## config.mk

```make
export PLATFORM = sky130hd
export DESIGN_NAME = alir_seq
export DESIGN_NICKNAME = d
export VERILOG_FILES = /design/src/sv/alir_pkg.sv /design/src/sv/alir_seq.sv
export SDC_FILE = /design/constraint.sdc
export NUM_CORES = 1
export LEC_CHECK = 0
export ABC_AREA = 1
export BUFFER_PORTS_ARGS = -buffer_cell sky130_fd_sc_hd__buf_2
export CORE_ASPECT_RATIO = 0.75
export CORE_UTILIZATION = 55
export CTS_BUF_LIST = sky130_fd_sc_hd__clkbuf_8
export DETAILED_ROUTE_END_ITERATION = 6
export PLACE_DENSITY = 0.77
export SLEW_MARGIN = 20
export SYNTH_ARGS = -nofsm -noshare
export SYNTH_HDL_FRONTEND = slang
export SYNTH_SLANG_ARGS = --single-unit
```

## constraint.sdc

```tcl
create_clock -name clk -period 8.9 [get_ports clk]
set_input_delay 0.89 -clock clk [delete_from_list [all_inputs] [get_ports clk]]
set_output_delay 0.89 -clock clk [all_outputs]
set_load 0.1 [all_outputs]
```

## src/sv/alir_pkg.sv

```systemverilog
// Shared types, constants and sequence tables for the ambient light reader.
`timescale 1ns / 1ps
`default_nettype none

package alir_pkg;

  // Input item: one bus timing slot
  typedef struct packed {
    logic [1:0] opcode;
    logic       sda_in;
  } in_item_t;

  // Result item: bus levels and lux reading for one slot
  typedef struct packed {
    logic        scl_level;
    logic        sda_level;
    logic        sda_released;
    logic        busy_res;
    logic        lux_valid;
    logic [17:0] lux_value;
  } out_item_t;

  // Configuration registers as seen by the sequencer
  typedef struct packed {
    logic [6:0]  dev_addr;
    logic [7:0]  mode;
    logic [15:0] settle;
  } cfg_t;

  localparam int unsigned PROD_W = 28;
  localparam int unsigned LUX_W  = 18;

  // Sequencer result, registered between sequencer and lux stage
  typedef struct packed {
    logic              scl_level;
    logic              sda_level;
    logic              sda_released;
    logic              busy_res;
    logic              lux_valid;
    logic [PROD_W-1:0] lux_prod;
  } slot_t;

  // Opcodes
  localparam logic [1:0] OP_SLOT  = 2'd0;
  localparam logic [1:0] OP_READ  = 2'd1;
  localparam logic [1:0] OP_WRITE = 2'd2;

  // Configuration register indexes
  localparam logic [1:0] REG_DEV_ADDR = 2'd0;
  localparam logic [1:0] REG_MODE     = 2'd1;
  localparam logic [1:0] REG_SETTLE   = 2'd2;

  localparam logic [6:0]  DEV_ADDR_RST = 7'd74;
  localparam logic [7:0]  MODE_RST     = 8'd0;
  localparam logic [15:0] SETTLE_RST   = 16'd1000;

  // Sequence steps
  localparam logic [4:0] STEP_IDLE    = 5'd0;
  localparam logic [4:0] READ_FIRST   = 5'd1;
  localparam logic [4:0] STEP_RECV_LO = 5'd13;
  localparam logic [4:0] WRITE_FIRST  = 5'd17;
  localparam logic [4:0] NUM_STEPS    = 5'd23;

  localparam logic [7:0] REG_LUX_HI   = 8'h03;
  localparam logic [7:0] REG_LUX_LO   = 8'h04;
  localparam logic [7:0] REG_CONFIG   = 8'h02;
  localparam logic [7:0] MODE_MASK    = 8'h4F;

  // Lux conversion: floor(x * 45 / 1000), divide by reciprocal multiply
  localparam logic [3:0]  EXP_MAX   = 4'hE;
  localparam logic [3:0]  EXP_ONE   = 4'h1;
  localparam logic [15:0] LUX_SCALE = 16'd45;
  localparam int unsigned MAGIC_W   = 29;
  localparam logic [MAGIC_W-1:0] LUX_MAGIC = 29'd274877907;
  localparam int unsigned LUX_SHIFT = 38;
  localparam int unsigned FULL_W    = PROD_W + MAGIC_W;

  typedef enum logic [2:0] {
    K_NONE,
    K_START,
    K_SEND,
    K_RECV,
    K_NACK,
    K_STOP,
    K_SETTLE
  } kind_t;

  typedef enum logic [1:0] {
    SRC_LIT,
    SRC_AW,
    SRC_AR,
    SRC_MODE
  } src_t;

  // Kind of work done in each step
  function automatic kind_t step_kind_f(input logic [4:0] step);
    kind_t k;
    case (step)
      5'd1, 5'd4, 5'd8, 5'd11, 5'd17:               k = K_START;
      5'd2, 5'd3, 5'd5, 5'd9, 5'd10, 5'd12,
      5'd18, 5'd19, 5'd20:                          k = K_SEND;
      5'd6, 5'd13:                                  k = K_RECV;
      5'd7, 5'd14:                                  k = K_NACK;
      5'd15, 5'd21:                                 k = K_STOP;
      5'd16, 5'd22:                                 k = K_SETTLE;
      default:                                      k = K_NONE;
    endcase
    return k;
  endfunction

  // Source of the byte sent in a send step
  function automatic src_t step_src_f(input logic [4:0] step);
    src_t s;
    case (step)
      5'd2, 5'd9, 5'd18: s = SRC_AW;
      5'd5, 5'd12:       s = SRC_AR;
      5'd20:             s = SRC_MODE;
      default:           s = SRC_LIT;
    endcase
    return s;
  endfunction

  // Literal register number for the remaining send steps
  function automatic logic [7:0] step_lit_f(input logic [4:0] step);
    logic [7:0] v;
    case (step)
      5'd3:    v = REG_LUX_HI;
      5'd10:   v = REG_LUX_LO;
      5'd19:   v = REG_CONFIG;
      default: v = 8'h00;
    endcase
    return v;
  endfunction

endpackage

`default_nettype wire

```

## src/sv/alir_seq.sv

```systemverilog
// Slot sequencer: bus levels, transaction steps and lux product per item.
`timescale 1ns / 1ps
`default_nettype none

module alir_seq (
  input  wire                     clk,
  input  wire                     rst_n,
  input  wire                     step_en,
  input  wire alir_pkg::in_item_t item,
  input  wire alir_pkg::cfg_t     cfg,
  output alir_pkg::slot_t         slot
);

  logic [4:0]  step_r,  step_nxt;
  logic [1:0]  phase_r, phase_nxt;
  logic [3:0]  count_r, count_nxt;
  logic [7:0]  shift_r, shift_nxt;
  logic [7:0]  hi_byte_r, hi_byte_nxt;
  logic [15:0] settle_r, settle_nxt;

  logic [4:0]  cur_step;
  logic [1:0]  cur_phase;
  logic [3:0]  cur_count;
  logic [4:0]  target;
  logic        enter;
  logic [7:0]  rx_byte;
  logic [3:0]  count_inc;
  alir_pkg::kind_t kind;

  logic [3:0]  exp_raw;
  logic [3:0]  exp_adj;
  logic [7:0]  mant;
  logic [13:0] mant_scaled;

  // Step through the current slot
  always_comb begin
    // fold unused step codes into idle
    if (step_r >= alir_pkg::NUM_STEPS) begin
      cur_step  = alir_pkg::STEP_IDLE;
      cur_phase = '0;
      cur_count = '0;
    end else begin
      cur_step  = step_r;
      cur_phase = phase_r;
      cur_count = count_r;
    end
    if (cur_step == alir_pkg::STEP_IDLE) begin
      if (item.opcode == alir_pkg::OP_READ) begin
        cur_step = alir_pkg::READ_FIRST;
      end else if (item.opcode == alir_pkg::OP_WRITE) begin
        cur_step = alir_pkg::WRITE_FIRST;
      end
    end

    kind        = alir_pkg::step_kind_f(cur_step);
    slot        = '0;
    slot.scl_level = 1'b1;
    slot.sda_level = 1'b1;
    slot.busy_res  = (cur_step != alir_pkg::STEP_IDLE);

    phase_nxt   = cur_phase;
    count_nxt   = cur_count;
    shift_nxt   = shift_r;
    hi_byte_nxt = hi_byte_r;
    settle_nxt  = settle_r;
    enter       = 1'b0;
    target      = cur_step + 5'd1;
    rx_byte     = {shift_r[6:0], item.sda_in};
    count_inc   = cur_count + 4'd1;

    // lux product from the stored high byte and the byte now completing
    exp_raw = hi_byte_r[7:4];
    if (exp_raw == alir_pkg::EXP_ONE) begin
      exp_adj = 4'd0;
    end else if (exp_raw > alir_pkg::EXP_MAX) begin
      exp_adj = alir_pkg::EXP_MAX;
    end else begin
      exp_adj = exp_raw;
    end
    mant          = {hi_byte_r[3:0], rx_byte[3:0]};
    mant_scaled   = 14'(16'(mant) * alir_pkg::LUX_SCALE);
    slot.lux_prod = alir_pkg::PROD_W'(mant_scaled) << exp_adj;

    case (kind)
      alir_pkg::K_START: begin
        slot.sda_level = (cur_phase == 2'd0);
        if (cur_phase >= 2'd1) begin
          enter = 1'b1;
        end else begin
          phase_nxt = 2'd1;
        end
      end
      alir_pkg::K_SEND: begin
        if (cur_count < 4'd8) begin
          slot.scl_level = (cur_phase == 2'd1);
          slot.sda_level = shift_r[7];
          if (cur_phase >= 2'd2) begin
            shift_nxt = {shift_r[6:0], 1'b0};
            count_nxt = count_inc;
            phase_nxt = 2'd0;
          end else begin
            phase_nxt = cur_phase + 2'd1;
          end
        end else begin
          // slave ack: released, sampled and ignored
          slot.sda_released = 1'b1;
          if (cur_phase >= 2'd1) begin
            enter = 1'b1;
          end else begin
            phase_nxt = 2'd1;
          end
        end
      end
      alir_pkg::K_RECV: begin
        slot.sda_released = 1'b1;
        if (cur_phase == 2'd0) begin
          shift_nxt = rx_byte;
          if (cur_count >= 4'd7) begin
            if (cur_step == alir_pkg::STEP_RECV_LO) begin
              slot.lux_valid = 1'b1;
            end else begin
              hi_byte_nxt = rx_byte;
            end
          end
          phase_nxt = 2'd1;
        end else begin
          slot.scl_level = 1'b0;
          count_nxt      = count_inc;
          phase_nxt      = 2'd0;
          if (count_inc >= 4'd8) begin
            enter = 1'b1;
          end
        end
      end
      alir_pkg::K_NACK: begin
        slot.scl_level = (cur_phase == 2'd0);
        if (cur_phase >= 2'd2) begin
          enter = 1'b1;
        end else begin
          phase_nxt = cur_phase + 2'd1;
        end
      end
      alir_pkg::K_STOP: begin
        slot.sda_level = (cur_phase != 2'd0);
        if (cur_phase >= 2'd2) begin
          enter = 1'b1;
          if (cfg.settle == 16'd0) begin
            target = alir_pkg::STEP_IDLE;
          end else begin
            settle_nxt = cfg.settle;
          end
        end else begin
          phase_nxt = cur_phase + 2'd1;
        end
      end
      alir_pkg::K_SETTLE: begin
        if (settle_r <= 16'd1) begin
          settle_nxt = 16'd0;
          enter      = 1'b1;
          target     = alir_pkg::STEP_IDLE;
        end else begin
          settle_nxt = settle_r - 16'd1;
        end
      end
      default: begin
      end
    endcase

    // move to the next step and preload its byte
    if (enter) begin
      step_nxt  = target;
      phase_nxt = 2'd0;
      count_nxt = 4'd0;
      case (alir_pkg::step_kind_f(target))
        alir_pkg::K_SEND: begin
          case (alir_pkg::step_src_f(target))
            alir_pkg::SRC_AW:   shift_nxt = {cfg.dev_addr, 1'b0};
            alir_pkg::SRC_AR:   shift_nxt = {cfg.dev_addr, 1'b1};
            alir_pkg::SRC_MODE: shift_nxt = cfg.mode & alir_pkg::MODE_MASK;
            default:            shift_nxt = alir_pkg::step_lit_f(target);
          endcase
        end
        alir_pkg::K_RECV: shift_nxt = 8'h00;
        default: begin
        end
      endcase
    end else begin
      step_nxt = cur_step;
    end
  end

  // Advance sequencer state once per processed item
  always_ff @(posedge clk) begin
    if (!rst_n) begin
      step_r   <= alir_pkg::STEP_IDLE;
      phase_r  <= '0;
      count_r  <= '0;
      shift_r  <= '0;
      settle_r <= '0;
    end else if (step_en) begin
      step_r   <= step_nxt;
      phase_r  <= phase_nxt;
      count_r  <= count_nxt;
      shift_r  <= shift_nxt;
      settle_r <= settle_nxt;
    end
  end

  // High register byte is always written before it is used
  always_ff @(posedge clk) begin
    if (step_en) begin
      hi_byte_r <= hi_byte_nxt;
    end
  end

endmodule

`default_nettype wire

```

== Yosys cells after proc, flatten, opt, wreduce, memory -nomap -nowiden ==
Memories as Yosys holds them, arrays and structs flattened.
Index checks and enable logic that the tools add are counted.

* Bits in read-only memories: 192
* Bits of input ports: 37
* Register bits: 43
* Memories: 2
* Output and inout bits: 33
* Logic and storage cells: 119

{| class="wikitable"
|+ Memories
! name !! words !! bits a word !! read ports !! clocked after memory_dff !! write ports !! RTL line !! source
|-
| (name not given) || 32 || 3 || 1 || 0 || 0 || alir_pkg.sv:98 || <nowiki>case (step)</nowiki>
|-
| (name not given) || 32 || 3 || 1 || 0 || 0 || alir_pkg.sv:98 ||
|}

* Reduce and logical (&&, ||, !) cells: 11
* Equality and inequality tests: 27
* Shifts and indexed selects: 1
* Mux-type cells: 58
* Multipliers: 1
* Add/subtract/negate cells: 4
* Order comparisons: 8
* Bitwise operators: 1

{| class="wikitable"
|+ Operators by type and width
! cell !! number
|-
| $mux 16 || 3
|-
| $mux 5 || 8
|-
| $mux 8 || 4
|-
| $pmux 16 s2 || 1
|-
| $pmux 8 s2 || 2
|-
| $mux 4 || 7
|-
| $shl 14x4->28 || 1
|-
| $pmux 8 s3 || 1
|-
| $eq 5x4->1 const B || 4
|-
| $mux 2 || 9
|-
| $le 16x1->1 const B || 1
|-
| $logic_not 16->1 || 1
|-
| $sub 16x1->16 const B || 1
|-
| $eq 5x5->1 const B || 3
|-
| $mul 8x6->14 const B || 1
|-
| $mux 1 || 13
|-
| $eq 3x2->1 const B || 4
|-
| $eq 5x2->1 const B || 2
|-
| $pmux 5 s2 || 1
|-
| $eq 3x3->1 const B || 3
|-
| $pmux 3 s3 || 1
|-
| $pmux 2 s4 || 1
|-
| $pmux 4 s2 || 1
|-
| $eq 2x1->1 const B || 3
|-
| other kinds (29) || 35
|}

== Logic depth before layout (Yosys ltp) ==
Gate-level depths: netlist of the first run.

* Depth in word-level cells: 18
* Mapped depth: 35
* Depth with buffers taken out: 33

== Worst setup path after synthesis of the first run ==
Ideal clock, no wire load.

* Kind: in2out
* Start: in item[0] in the netlist's numbering
* End: out slot[13] in the netlist's numbering
* Data arrival time: 6.013 ns
* Stages: 24
* Buffers on the path: 0
* Required time: 8.010 ns
* Path slack: 1.997 ns
* Path through: ha_1 -> inv_1 -> fa_1 -> fa_1 -> inv_1 -> ha_1 -> a21oi_1 -> nand2_1 -> a21oi_1 -> o21bai_1 -> nand2_1 -> nand2_1 -> a21o_1 -> nand2_1 -> nand2_1 -> a21oi_1 -> xor2_1 -> nand2_1 -> nand2_1 -> nand2_1 -> nand2_1 -> nand2_1 -> nand2_1 -> o21ai_0

{| class="wikitable"
|+ RTL lines
! element !! RTL line !! source
|-
| from (decl) || alir_seq.sv:9 || <nowiki>input wire alir_pkg::in_item_t item,</nowiki>
|-
| to (decl) || alir_seq.sv:11 || <nowiki>output alir_pkg::slot_t slot</nowiki>
|}

==> results.tsv, run 1 <==
stage	metric	value	unit
timing	grt_setup_unrepaired	no	
floorplan	die_area	10130	sq um
worst_setup_path	most_frequent_cell_on_the_critical_path	sky130_fd_sc_hd__nand2_1	
floorplan	floorplan.initialDensity	0.5794	
floorplan	die-width	115.9	microns
final_layout	fin_nets	972	
cts	cts_hold_buf	0	
timing	final.min_clock_period	6.173	ns
synth	netlist_area_before_placement	5350	sq um
synth	synth_commonest_cells	sky130_fd_sc_hd__nand2_1 (206), sky130_fd_sc_hd__inv_1 (95), sky130_fd_sc_hd__o21ai_0 (86)	
floorplan	cell_row_count	30	
worst_setup_path	slowest_cell_on_the_critical_path	sky130_fd_sc_hd__fa_1	
timing	finalClockSkew	0.01588	ns
global_routing	antenna_found_initial	0	
global_routing	grt_start_max_net_pins	25	
cts	root_buffer	sky130_fd_sc_hd__clkbuf_8	
synth	synth_top_cell_by_area	sky130_fd_sc_hd__nand2_1	
final_layout	syn_to_final_growth	8.513	%
worst_setup_path	critical_path_class	input port to output pin	
cts	cts_tree	yes	
global_routing	grt_first_pass_wirelength	24550	microns
timing	setup-tns-final	0	ns
cts	clock_latency	0.31	ns
drt	detail_route.drc_violations	0	
cts	ctsLongestPathBuffers	2	
min_path	worstHoldPathType	register to register	
timing	fmax	162.0	MHz
synth	synth-seq-area-share	0.1759	
synth	avgSynthCellArea	6.347	sq um
worst_setup_path	timing.critical_path.to_type	output pin	
synth	postSynthCellCount	843	
worst_setup_path	required_time_of_the_worst_setup_path	8.01	ns
job	max_cap_violations	0	
synth	synth_ff_type	sky130_fd_sc_hd__dfxtp_1	
worst_setup_path	crit_fanout	7	
synth	synth_enable_flop_cells	8	
synth	register_bit_total_from_synthesis	43	
drt	viasPerCell	5.687	
timing	max_slew_margin	0.3021	
timing	timing.final.crit_share	0.6935	
cts	cts-buffers-inserted	5	
floorplan	top_ports	70	
cts	cts_setup_buffers	0	
worst_setup_path	critPathArrivalTime	5.28	ns
final_layout	antenna-diode-count	0	
synth	most_numerous_cell_in_the_yosys_netlist	sky130_fd_sc_hd__nand2_1	
drt	drtAntennaViolNets	0	
cts	cts.sink_count	43	
synth	asyncSetResetFlopFracSynth	0	
floorplan	die-height	87.42	microns
drt	avgRoutedWirePerCell	14.53	microns
drt	drt_first_iter_violations	555	
worst_setup_path	critical_path.n_buffers_inverters	4	
outcome	outcome	completed	
cts	htree_levels	2	
placed_design	port_buffer_cells	66	
placed_design	place_hpwl	11290	microns
synth	synth_cell_types	51	
timing	report.final.slew_viol_count	0	
global_routing	global_route.usage.total	0.3041	
placed_design	globalplace.congestion	0.9648	
final_layout	fraction_of_layout_instances_using_a_drive_strength_above_1	0.1350	
placed_design	place.detailed.instances	1009	
synth	synth.top_cells.by_area	sky130_fd_sc_hd__nand2_1 (14%), sky130_fd_sc_hd__dfxtp_1 (13%), sky130_fd_sc_hd__ha_1 (8.7%)	
timing	setup_viol_count_final	0	
worst_setup_path	crit_path_max_incr_delay	0.56	ns
global_routing	globalRouteOverflowTotal	0	
drt	detailroute.via_count	5784	
timing	worst-slew-pin-transition	1.043	ns
drt	drt_first_pass_iters	5	
global_routing	grt_pass1_vias	5164	
timing	hold_viol_final	0	
synth	synth_nets	927	
worst_setup_path	crit_family	adder cells	
final_layout	final-instance-count-excl-fill	1017	
synth	share_of_the_synthesized_area_in_the_top_cell_type	0.1445	
drt	route.final.wire_length	14780	microns
cts	clock_transition_at_the_registers_of_the_reported_paths	0.07	ns
worst_setup_path	cp-start-kind	input port	
cts	postCtsResizedCells	0	
synth	synthesis.yosys.warnings	0	
floorplan	fp.coreArea	9234	sq um
[worst reg2reg max path, delay by kind of cell, from the launching register on]
family	cells	cell delay, ns
simple gates	21	2.75
fa+ha+maj	2	0.60
compound gates	3	0.54
flops	1	0.52
buf+inv	4	0.39
[cells in the final DEF (no fill, tap or decap), types with 3 or more instances in the layout]
cell type / Yosys / final
sky130_fd_sc_hd__nand2_1: 206 / 206
sky130_fd_sc_hd__inv_1: 95 / 95
sky130_fd_sc_hd__o21ai_0: 86 / 86
sky130_fd_sc_hd__nor2_1: 77 / 77
sky130_fd_sc_hd__buf_2: 1 / 66
sky130_fd_sc_hd__a21oi_1: 55 / 55
sky130_fd_sc_hd__nand3_1: 47 / 47
sky130_fd_sc_hd__ha_1: 37 / 37
sky130_fd_sc_hd__dfxtp_1: 35 / 35
sky130_fd_sc_hd__xor2_1: 17 / 17
sky130_fd_sc_hd__a211oi_1: 13 / 13
sky130_fd_sc_hd__nand4_1: 11 / 11
sky130_fd_sc_hd__fa_1: 10 / 10
sky130_fd_sc_hd__nand2_2: 9 / 9
sky130_fd_sc_hd__nor3_1: 9 / 9
sky130_fd_sc_hd__o22ai_1: 9 / 9
sky130_fd_sc_hd__nand2_4: 8 / 8
sky130_fd_sc_hd__nor4_1: 8 / 8
sky130_fd_sc_hd__o211ai_1: 8 / 8
sky130_fd_sc_hd__edfxtp_1: 8 / 8
sky130_fd_sc_hd__xnor2_1: 6 / 6
sky130_fd_sc_hd__mux2i_1: 6 / 6
sky130_fd_sc_hd__o221ai_1: 6 / 6
sky130_fd_sc_hd__clkbuf_8: 0 / 6
sky130_fd_sc_hd__nand3_2: 5 / 5
sky130_fd_sc_hd__inv_2: 4 / 4
sky130_fd_sc_hd__nor2_2: 4 / 4
sky130_fd_sc_hd__or2_2: 4 / 4
sky130_fd_sc_hd__o21ai_1: 3 / 3
sky130_fd_sc_hd__clkinv_1: 2 / 3
sky130_fd_sc_hd__nand3_4: 3 / 3
[registers in the layout (all words and copies together) (netlist names)]
register   count
phase_r        2
hi_byte_r      8
shift_r        8
count_r        4
step_r         5
settle_r      16
[final cells by class]
cell class / count / area [sq um]
clock inverter: 2 / 11.26
tap: 128 / 160.2
multi-input combinational: 670 / 3894
sequential: 43 / 940.9
clock buffer: 6 / 82.58
fill: 885 / 3428
timing repair buffer: 67 / 337.8
inverter: 101 / 379.1
[final timing paths]
path	start	endpoint	slack, ns	depth (start not counted)
hold reg to reg	count_r[1]$_SDFFE_PN0P_	count_r[1]$_SDFFE_PN0P_	0.48	2
setup reg to reg	step_r[2]$_SDFFE_PN0P_	shift_r[0]$_SDFFE_PN0P_	4.03	30
hold / removal	count_r[1]$_SDFFE_PN0P_	count_r[1]$_SDFFE_PN0P_	0.48	2
setup / recovery	item[0]	slot[13]	2.73	26
[per-stage QoR]
stage | worst slack [ns] | util | hold WS, ns | instance area [sq um]
4_1_cts | 2.779 | 0.6287 | 0.4774 | 5806
6_report | 2.727 | 0.6287 | 0.4785 | 5806
3_3_place_gp | 2.881 | 0.6186 | 0.4569 | 5712
3_5_place_dp | 2.813 | 0.6186 | 0.4664 | 5712
5_1_grt | 2.435 | 0.6287 | 0.5048 | 5806
2_1_floorplan | 1.997 | - | 0.4248 | 5350
[logic make-up (layout without fill, tap and decap cells)]
group           after synthesis  count (layout)  synth area share
flops                        43              43            0.1759
mux                           6               6           0.01123
fa+ha+maj                    47              47            0.1239
buf+inv                     130             176           0.09635
xor+xnor                     23              23           0.03765
compound gates              196             196            0.2126
simple gates                398             398            0.3424
[routing by layer]
layer	share of wire	global-route usage
met1	0.48	0.4503
met2	0.41	0.4643
met3	0.098	0.05915
met4	0.0089	0.03730
met5	0	0
Power of run 1 is left out: the tool's default activity adds up to more than one toggle a clock period on the data nets, which glitch-free logic cannot reach.
==> run 2, diff against run 1 <==
--- a/config.mk
+++ b/config.mk
@@ -5,13 +5,13 @@
 export SDC_FILE = /design/constraint.sdc
 export NUM_CORES = 1
 export LEC_CHECK = 0
-export ABC_AREA = 1
+export ABC_AREA = 0
 export BUFFER_PORTS_ARGS = -buffer_cell sky130_fd_sc_hd__buf_2
 export CORE_ASPECT_RATIO = 0.75
 export CORE_UTILIZATION = 55
 export CTS_BUF_LIST = sky130_fd_sc_hd__clkbuf_8
 export DETAILED_ROUTE_END_ITERATION = 6
-export PLACE_DENSITY = 0.77
+export PLACE_DENSITY = 0.76
 export SLEW_MARGIN = 20
 export SYNTH_ARGS = -nofsm -noshare
 export SYNTH_HDL_FRONTEND = slang
==> constraint.sdc (replaced) <==
create_clock -name clk -period 5.9 [get_ports clk]
set_input_delay 0.59 -clock clk [delete_from_list [all_inputs] [get_ports clk]]
set_output_delay 0.59 -clock clk [all_outputs]
set_load 0.1 [all_outputs]
==> results.tsv, run 2 <==
stage	metric	value	unit	change
outcome	outcome	completed		
drt	detailroute.via_count	5704		-1.4%
drt	detail_route.drc_violations	0		unchanged
drt	drtAntennaViolNets	0		unchanged
timing	worst-slew-pin-transition	0.9700	ns	-0.07296 ns
placed_design	post-place-ws	0.2729	ns	-2.540 ns
floorplan	fp.coreArea	9736	sq um	+5.4%
final_layout	fraction_of_layout_instances_using_a_drive_strength_above_1	0.1622		+0.02721
pwr	power.net_switching	856.9	uW	
floorplan	top_ports	70		unchanged
synth	avgSynthCellArea	7.479	sq um	+18%
final_layout	layout_commonest_cell	sky130_fd_sc_hd__nor2_1		
cts	cts_tree	yes		
pwr	clkPwrFrac	0.147		
min_path	min_from	count_r[1]$_SDFFE_PN0P_		
synth	synth_ff_type	sky130_fd_sc_hd__dfxtp_1		
final_layout	antenna-diode-count	0		unchanged
synth	most_numerous_cell_in_the_yosys_netlist	sky130_fd_sc_hd__nor2_1		
final_layout	fin_nets	866		-11%
drt	drt_first_pass_iters	5		unchanged
drt	route.final.wire_length	15290	microns	+3.4%
floorplan	die-height	89.23	microns	+2.1%
synth	synthesis.yosys.warnings	0		unchanged
timing	final.min_clock_period	5.603	ns	
worst_setup_path	setup.worst_path.start	step_r[1]$_SDFFE_PN0P_		
final_layout	most-common-layout-cells	sky130_fd_sc_hd__nor2_1 (86), sky130_fd_sc_hd__nand2_1 (74), sky130_fd_sc_hd__buf_2 (66)		
synth	synth_cell_types	93		+82%
timing	hold_viol_final	0		unchanged
final_layout	register_containing_the_most_flip_flops_in_the_final_layout	settle_r		
min_path	worstHoldPathType	register to register		
synth	synth_top_cell_by_area	sky130_fd_sc_hd__dfxtp_1		
global_routing	global_route.usage.total	0.2892		-0.01490
timing	finalHoldWorstSlack	0.4850	ns	+0.006553 ns
cts	ctsLongestPathBuffers	2		unchanged
drt	avgRoutedWirePerCell	16.70	microns	+15%
global_routing	top_usage_layer	met2		
final_layout	layout.core_utilization	0.6179		-0.01081
pwr	ir_worst_vdd	0.1977	mV	
cts	clock_transition_at_the_registers_of_the_reported_paths	0.09	ns	+0.02 ns
global_routing	grt_first_pass_wirelength	24650	microns	+0.39%
timing	timing.final.crit_share	0.9497		
global_routing	use_met1	0.4331		-0.01717
worst_setup_path	required_time_of_the_worst_setup_path	6.11	ns	-1.90 ns
worst_setup_path	crit_path_end	shift_r[0]$_SDFFE_PN0P_		
synth	synth_nets	830		-10%
min_path	hold_path_depth	2		unchanged
floorplan	cell_row_count	31		+3.3%
synth	synth.top_cells.by_area	sky130_fd_sc_hd__dfxtp_1 (13%), sky130_fd_sc_hd__ha_1 (8.3%), sky130_fd_sc_hd__nor2_1 (5.8%)		
drt	viasPerCell	6.234		+9.6%
global_routing	grt_start_max_net_pins	37		+48%
placed_design	port_buffer_cells	66		unchanged
job	max_cap_violations	0		unchanged
pwr	cell_internal_pwr	735.6	uW	
synth	asyncSetResetFlopFracSynth	0		unchanged
final_layout	flip_flop_and_latch_area	940.9	sq um	unchanged
final_layout	biggestRegsByFlops	settle_r (16), hi_byte_r (8), shift_r (8)		
pwr	fin_total_pwr	1592	uW	
synth	share_of_the_synthesized_area_in_the_top_cell_type	0.1256		-0.01894
synth	synth_commonest_cells	sky130_fd_sc_hd__nor2_1 (86), sky130_fd_sc_hd__nand2_1 (74), sky130_fd_sc_hd__inv_1 (45)		
timing	max_slew_margin	0.3487		+0.04656
worst_setup_path	ff2ff_path_depth	20		-33%
global_routing	globalRouteOverflowTotal	0		unchanged
cts	cts-buffers-inserted	5		unchanged
pwr	p_comb_frac	0.639		
worst_setup_path	critPathArrivalTime	5.82	ns	+0.54 ns
global_routing	antenna_found_initial	0		unchanged
worst_setup_path	r2r_slack	0.30	ns	-3.73 ns
cts	root_buffer	sky130_fd_sc_hd__clkbuf_8		
drt	drt_first_iter_violations	530		-4.5%
synth	register_bit_total_from_synthesis	43		unchanged
global_routing	met2_resource_use_gr	0.4412		-0.02311
final_layout	largest_reg_flops	16		unchanged
timing	setup-tns-final	0	ns	unchanged
placed_design	globalplace.congestion	0.9251		-4.1%
pwr	power_per_cell_area	264.7	nW/um^2	
worst_setup_path	critical_path_class	register to register		
timing	grt_setup_unrepaired	no		
final_layout	syn_to_final_growth	7.827	%	
pwr	cellLeakagePower	0.002578	uW	
timing	setup_viol_count_final	0		unchanged
global_routing	use_met3	0.04337		-0.01578
synth	synth-seq-area-share	0.1686		-0.007218
final_layout	multi_input_area	4254	sq um	+9.3%
cts	cts.sink_count	43		unchanged
worst_setup_path	r2r_end	shift_r[0]$_SDFFE_PN0P_		
synth	synth_enable_flop_cells	8		unchanged
floorplan	die_area	10550	sq um	+4.2%
pwr	sw_frac_of_total	0.5381		
timing	finalClockSkew	0.007712	ns	-0.008163 ns
worst_setup_path	timing.critical_path.to_type	register		
timing	report.final.slew_viol_count	0		unchanged
cts	cts_setup_buffers	0		unchanged
worst_setup_path	regToRegStartpoint	step_r[1]$_SDFFE_PN0P_		
cts	htree_levels	2		unchanged
placed_design	place_hpwl	11570	microns	+2.5%
floorplan	floorplan.initialDensity	0.5731		-0.006341
pwr	sequential_group_share_of_total_power	0.214		
floorplan	die-width	118.3	microns	+2.1%
global_routing	grt_pass1_vias	5021		-2.8%
synth	postSynthCellCount	746		-12%
worst_setup_path	crit_fanout	14		+7
timing	timing.final.ws_setup	0.2970	ns	-2.430 ns
timing	fmax	178.5	MHz	
final_layout	final.fill_count	891		+0.68%
synth	netlist_area_before_placement	5579	sq um	+4.3%
worst_setup_path	cp-start-kind	register		
cts	clock_latency	0.31	ns	about the same
-- run 2: worst max-delay path, stage by stage (launching register included) --
cell and delay (ns):
sky130_fd_sc_hd__dfxtp_1 0.67, sky130_fd_sc_hd__and3_1 0.43, sky130_fd_sc_hd__o21ai_4 0.14, sky130_fd_sc_hd__and2_1 0.24, sky130_fd_sc_hd__inv_1 0.10, sky130_fd_sc_hd__ha_1 0.34, sky130_fd_sc_hd__or2_1 0.26, sky130_fd_sc_hd__a211oi_1 0.34
sky130_fd_sc_hd__a31oi_1 0.12, sky130_fd_sc_hd__a31o_1 0.28, sky130_fd_sc_hd__a32oi_2 0.26, sky130_fd_sc_hd__nand2b_1 0.27, sky130_fd_sc_hd__and2_1 0.22, sky130_fd_sc_hd__inv_1 0.10, sky130_fd_sc_hd__ha_1 0.22, sky130_fd_sc_hd__or3_1 0.37
sky130_fd_sc_hd__a211oi_2 0.26, sky130_fd_sc_hd__o221ai_2 0.21, sky130_fd_sc_hd__nor2_4 0.21, sky130_fd_sc_hd__nand2_2 0.10, sky130_fd_sc_hd__o41ai_2 0.35
-- run 2: logic make-up (layout without fill, tap and decap cells) --
kind of cell / count (synthesis) / after routing / share of synthesized area
simple gates: 292 / 292 / 0.2610
compound gates: 226 / 226 / 0.2884
buf+inv: 89 / 126 / 0.07243
fa+ha+maj: 47 / 47 / 0.1189
flops: 43 / 43 / 0.1686
mux: 29 / 29 / 0.05920
xor+xnor: 20 / 20 / 0.03140
-- run 2: layout make-up --
type / count / share of cell area
timing repair buffer: 72 / 0.06240
clock buffer: 5 / 0.01144
clock inverter: 3 / 0.006448
tap: 132 / 0.02745
sequential: 43 / 0.1564
inverter: 46 / 0.02870
multi-input combinational: 614 / 0.7072
-- run 2: per-layer routing --
metal / up-vias / part of all wire
li1: 2786 / -
met1: 2646 / 0.49
met2: 260 / 0.42
met3: 12 / 0.078
met4: 0 / 0.0083
met5: - / 0
-- run 2: power by group through the flow --
stage	Sequential [uW]	Clock [uW]	Combinational (uW)
finish	340	234	1020
global route	342	252	1100
CTS	338	235	1000
detailed placement	345	0	995
global placement	344	0	977
floorplan	329	0	833
-- run 2: how the worst min path moves through the flow --
stage	end	slack (ns)
after floorplan	hi_byte_r[4]$_DFFE_PP_	0.42
after global placement	hi_byte_r[4]$_DFFE_PP_	0.46
after detailed placement	hi_byte_r[4]$_DFFE_PP_	0.45
after CTS	hi_byte_r[4]$_DFFE_PP_	0.49
after global routing	hi_byte_r[4]$_DFFE_PP_	0.49
final	count_r[1]$_SDFFE_PN0P_	0.49
-- run 2: metrics by stage --
step,cells,cell area [sq um]
after global placement,907,5899
after detailed placement,907,5899
final,915,6016
after global routing,915,6016
after floorplan,746,5587
after CTS,915,6007
-- run 2: repair_timing --
action	4_1_cts	5_1_grt
hold buffers	0	0
resized for setup	0	1
endpoints found under the setup margin	0	1
Note: power is estimated with default switching activity, not from simulation.
==> run 3, diff against run 2 <==
--- a/config.mk
+++ b/config.mk
@@ -11,7 +11,8 @@
 export CORE_UTILIZATION = 55
 export CTS_BUF_LIST = sky130_fd_sc_hd__clkbuf_8
 export DETAILED_ROUTE_END_ITERATION = 6
-export PLACE_DENSITY = 0.76
+export GPL_TIMING_DRIVEN = 0
+export PLACE_DENSITY = 0.77
 export SLEW_MARGIN = 20
 export SYNTH_ARGS = -nofsm -noshare
 export SYNTH_HDL_FRONTEND = slang
==> results.tsv, run 3 (synthesis gave the netlist of run 2 again) <==
stage	metric	value	unit	change
outcome	outcome	finished with violations		
outcome	failing_checks	design-rule violations		
cts	cts.sink_count	43		unchanged
final_layout	biggestRegsByFlops	settle_r (16), hi_byte_r (8), shift_r (8)		
timing	fmax	179.4	MHz	+0.52%
cts	root_buffer	sky130_fd_sc_hd__clkbuf_8		
worst_setup_path	required_time_of_the_worst_setup_path	5.31	ns	-0.80 ns
final_layout	syn_to_final_growth	11.33	%	
placed_design	port_buffer_cells	65		-1.5%
timing	hold_viol_final	0		unchanged
pwr	ir_worst_vdd	0.1766	mV	-11%
worst_setup_path	critPathArrivalTime	4.98	ns	-0.84 ns
drt	drt_first_iter_violations	788		+49%
worst_setup_path	cp-start-kind	register		
drt	detail_route.drc_violations	1		+1
placed_design	place_hpwl	13170	microns	+14%
global_routing	global_route.usage.total	0.3166		+0.02743
worst_setup_path	crit_fanout	6		-8
global_routing	grt_pass1_vias	5202		+3.6%
worst_setup_path	crit_path_max_incr_delay	0.50	ns	-0.17 ns
cts	htree_levels	2		unchanged
floorplan	floorplan.initialDensity	0.5731		unchanged
final_layout	largest_reg_flops	16		unchanged
pwr	cellLeakagePower	0.002685	uW	+4.1%
timing	report.final.slew_viol_count	0		unchanged
placed_design	globalplace.congestion	0.9549		+3.2%
drt	viasPerCell	6.400		+2.7%
floorplan	cell_row_count	31		unchanged
min_path	worstHoldPathType	register to register		
timing	max_slew_margin	0.4440		+0.09531
floorplan	top_ports	70		unchanged
timing	worst-slew-pin-transition	0.8310	ns	-0.1391 ns
timing	timing.final.ws_setup	0.3260	ns	+0.02892 ns
floorplan	die-width	118.3	microns	unchanged
timing	timing.final.crit_share	0.9448		-0.004901
final_layout	antenna-diode-count	0		unchanged
cts	cts_hold_buf	0		unchanged
global_routing	antenna_found_initial	0		unchanged
pwr	sequential_group_share_of_total_power	0.205		-0.009
global_routing	globalRouteOverflowTotal	0		unchanged
cts	cts_tree	yes		
global_routing	grt_first_pass_wirelength	26660	microns	+8.2%
cts	ctsLongestPathBuffers	2		unchanged
final_layout	fin_nets	905		+4.5%
floorplan	die_area	10550	sq um	unchanged
timing	finalClockSkew	0.003341	ns	-0.004372 ns
drt	drt_first_pass_iters	7		+2
cts	clock_transition_at_the_registers_of_the_reported_paths	0.08	ns	about the same
cts	clock_latency	0.31	ns	about the same
timing	grt_setup_unrepaired	no		
floorplan	die-height	89.23	microns	unchanged
global_routing	grt_start_max_net_pins	13		-65%
final_layout	most-common-layout-cells	sky130_fd_sc_hd__nor2_1 (86), sky130_fd_sc_hd__buf_2 (76), sky130_fd_sc_hd__nand2_1 (74)		
final_layout	multi_input_area	4253	sq um	about the same
final_layout	layout_commonest_cell	sky130_fd_sc_hd__nor2_1		
timing	final.min_clock_period	5.574	ns	-0.02892 ns
floorplan	fp.coreArea	9736	sq um	unchanged
worst_setup_path	timing.critical_path.to_type	output pin		
pwr	cell_internal_pwr	738.9	uW	+0.46%
drt	avgRoutedWirePerCell	17.67	microns	+5.8%
pwr	clkPwrFrac	0.133		-0.014
worst_setup_path	slowest_cell_on_the_critical_path	sky130_fd_sc_hd__dfxtp_1		
final_layout	final.fill_count	886		-0.56%
worst_setup_path	critical_path_class	register to output pin		
cts	cts-buffers-inserted	5		unchanged
timing	setup_viol_count_final	0		unchanged
final_layout	flip_flop_and_latch_area	940.9	sq um	unchanged
placed_design	post-place-ws	0.3019	ns	+0.02906 ns
worst_setup_path	worstPathCellList	ha_1, ha_1, inv_1, fa_1, inv_1, ha_1, fa_1, a21o_1, a21oi_1, o21a_1, o21bai_1, xor2_1, mux2i_1, o21ai_0, o21a_1, o22ai_1, buf_2		
worst_setup_path	most_frequent_cell_on_the_critical_path	sky130_fd_sc_hd__ha_1		
pwr	power.net_switching	868.3	uW	+1.3%
pwr	power_per_cell_area	258.8	nW/um^2	-2.2%
pwr	p_comb_frac	0.662		+0.023
final_layout	fraction_of_layout_instances_using_a_drive_strength_above_1	0.1740		+0.01177
drt	route.final.wire_length	16860	microns	+10%
pwr	sw_frac_of_total	0.5402		+0.002136
drt	drtAntennaViolNets	0		unchanged
drt	detailroute.via_count	6106		+7.0%
timing	setup-tns-final	0	ns	unchanged
job	max_cap_violations	0		unchanged
final_layout	register_containing_the_most_flip_flops_in_the_final_layout	settle_r		
## run 3: cell types whose count changed in the layout (fill, tap and decap cells not counted), sizes merged
cell,before,now
clkinv,2,0
inv,46,47
clkbuf,5,27
bufinv,1,0
buf,72,91
## run 3: metal layers
layer | vias up | global-route usage | wire length, microns
met5 | - | 0 | 0
met4 | 0 | 0.05944 | 186
met3 | 22 | 0.04847 | 1757
met2 | 357 | 0.4813 | 7102
met1 | 2861 | 0.4743 | 7810
li1 | 2866 | - | -
## run 3: metrics by stage
step | utilization | power, uW | std cells | instance area, sq um | hold slack [ns]
floorplan | - | 1162 | 746 | 5587 | 0.4248
global placement | 0.6242 | 1350 | 943 | 6077 | 0.4608
detailed placement | 0.6242 | 1364 | 943 | 6077 | 0.4731
CTS | 0.6345 | 1583 | 951 | 6177 | 0.4993
global route | 0.6380 | 1711 | 954 | 6211 | 0.5130
finish | 0.6380 | 1607 | 954 | 6211 | 0.4939
## run 3: critical path, delay by kind of cell (launching register included)
family	cells	cell delay, ns
compound gates	7	1.41
flops	1	0.50
xor+xnor	1	0.13
fa+ha+maj	5	1.76
buf+inv	3	0.56
mux	1	0.30
## run 3: what timing repair did
action                     4_1_cts  5_1_grt
setup buffers                    0        3
gates resized for setup          0        2
setup endpoints to repair        0        3
## run 3: power groups by stage
stage | clock network, uW | registers [uW] | logic, uW
after floorplan | 0 | 329 | 833
after detailed placement | 0 | 335 | 1030
final | 214 | 329 | 1060
after global placement | 0 | 335 | 1010
after CTS | 219 | 329 | 1040
after global routing | 233 | 331 | 1150
## run 3: worst paths after layout
kind	slack [ns]	from	endpoint	depth (start not counted)
max reg2reg	0.42	step_r[0]$_SDFFE_PN0P_	shift_r[0]$_SDFFE_PN0P_	22
min	0.49	count_r[1]$_SDFFE_PN0P_	count_r[1]$_SDFFE_PN0P_	2
min reg2reg	0.49	count_r[1]$_SDFFE_PN0P_	count_r[1]$_SDFFE_PN0P_	2
max	0.33	shift_r[1]$_SDFFE_PN0P_	slot[18]	17
## run 3: area by class of cell
| cell class | count | area share |
|---|---|---|
| Inverter | 46 | 0.02780 |
| Clock inverter | 1 | 0.0006044 |
| Buffer | 43 | 0.03727 |
| Timing Repair Buffer | 68 | 0.05600 |
| Tap cell | 132 | 0.02659 |
| Sequential cell | 43 | 0.1515 |
| Multi-Input combinational cell | 614 | 0.6847 |
| Clock buffer | 7 | 0.01551 |
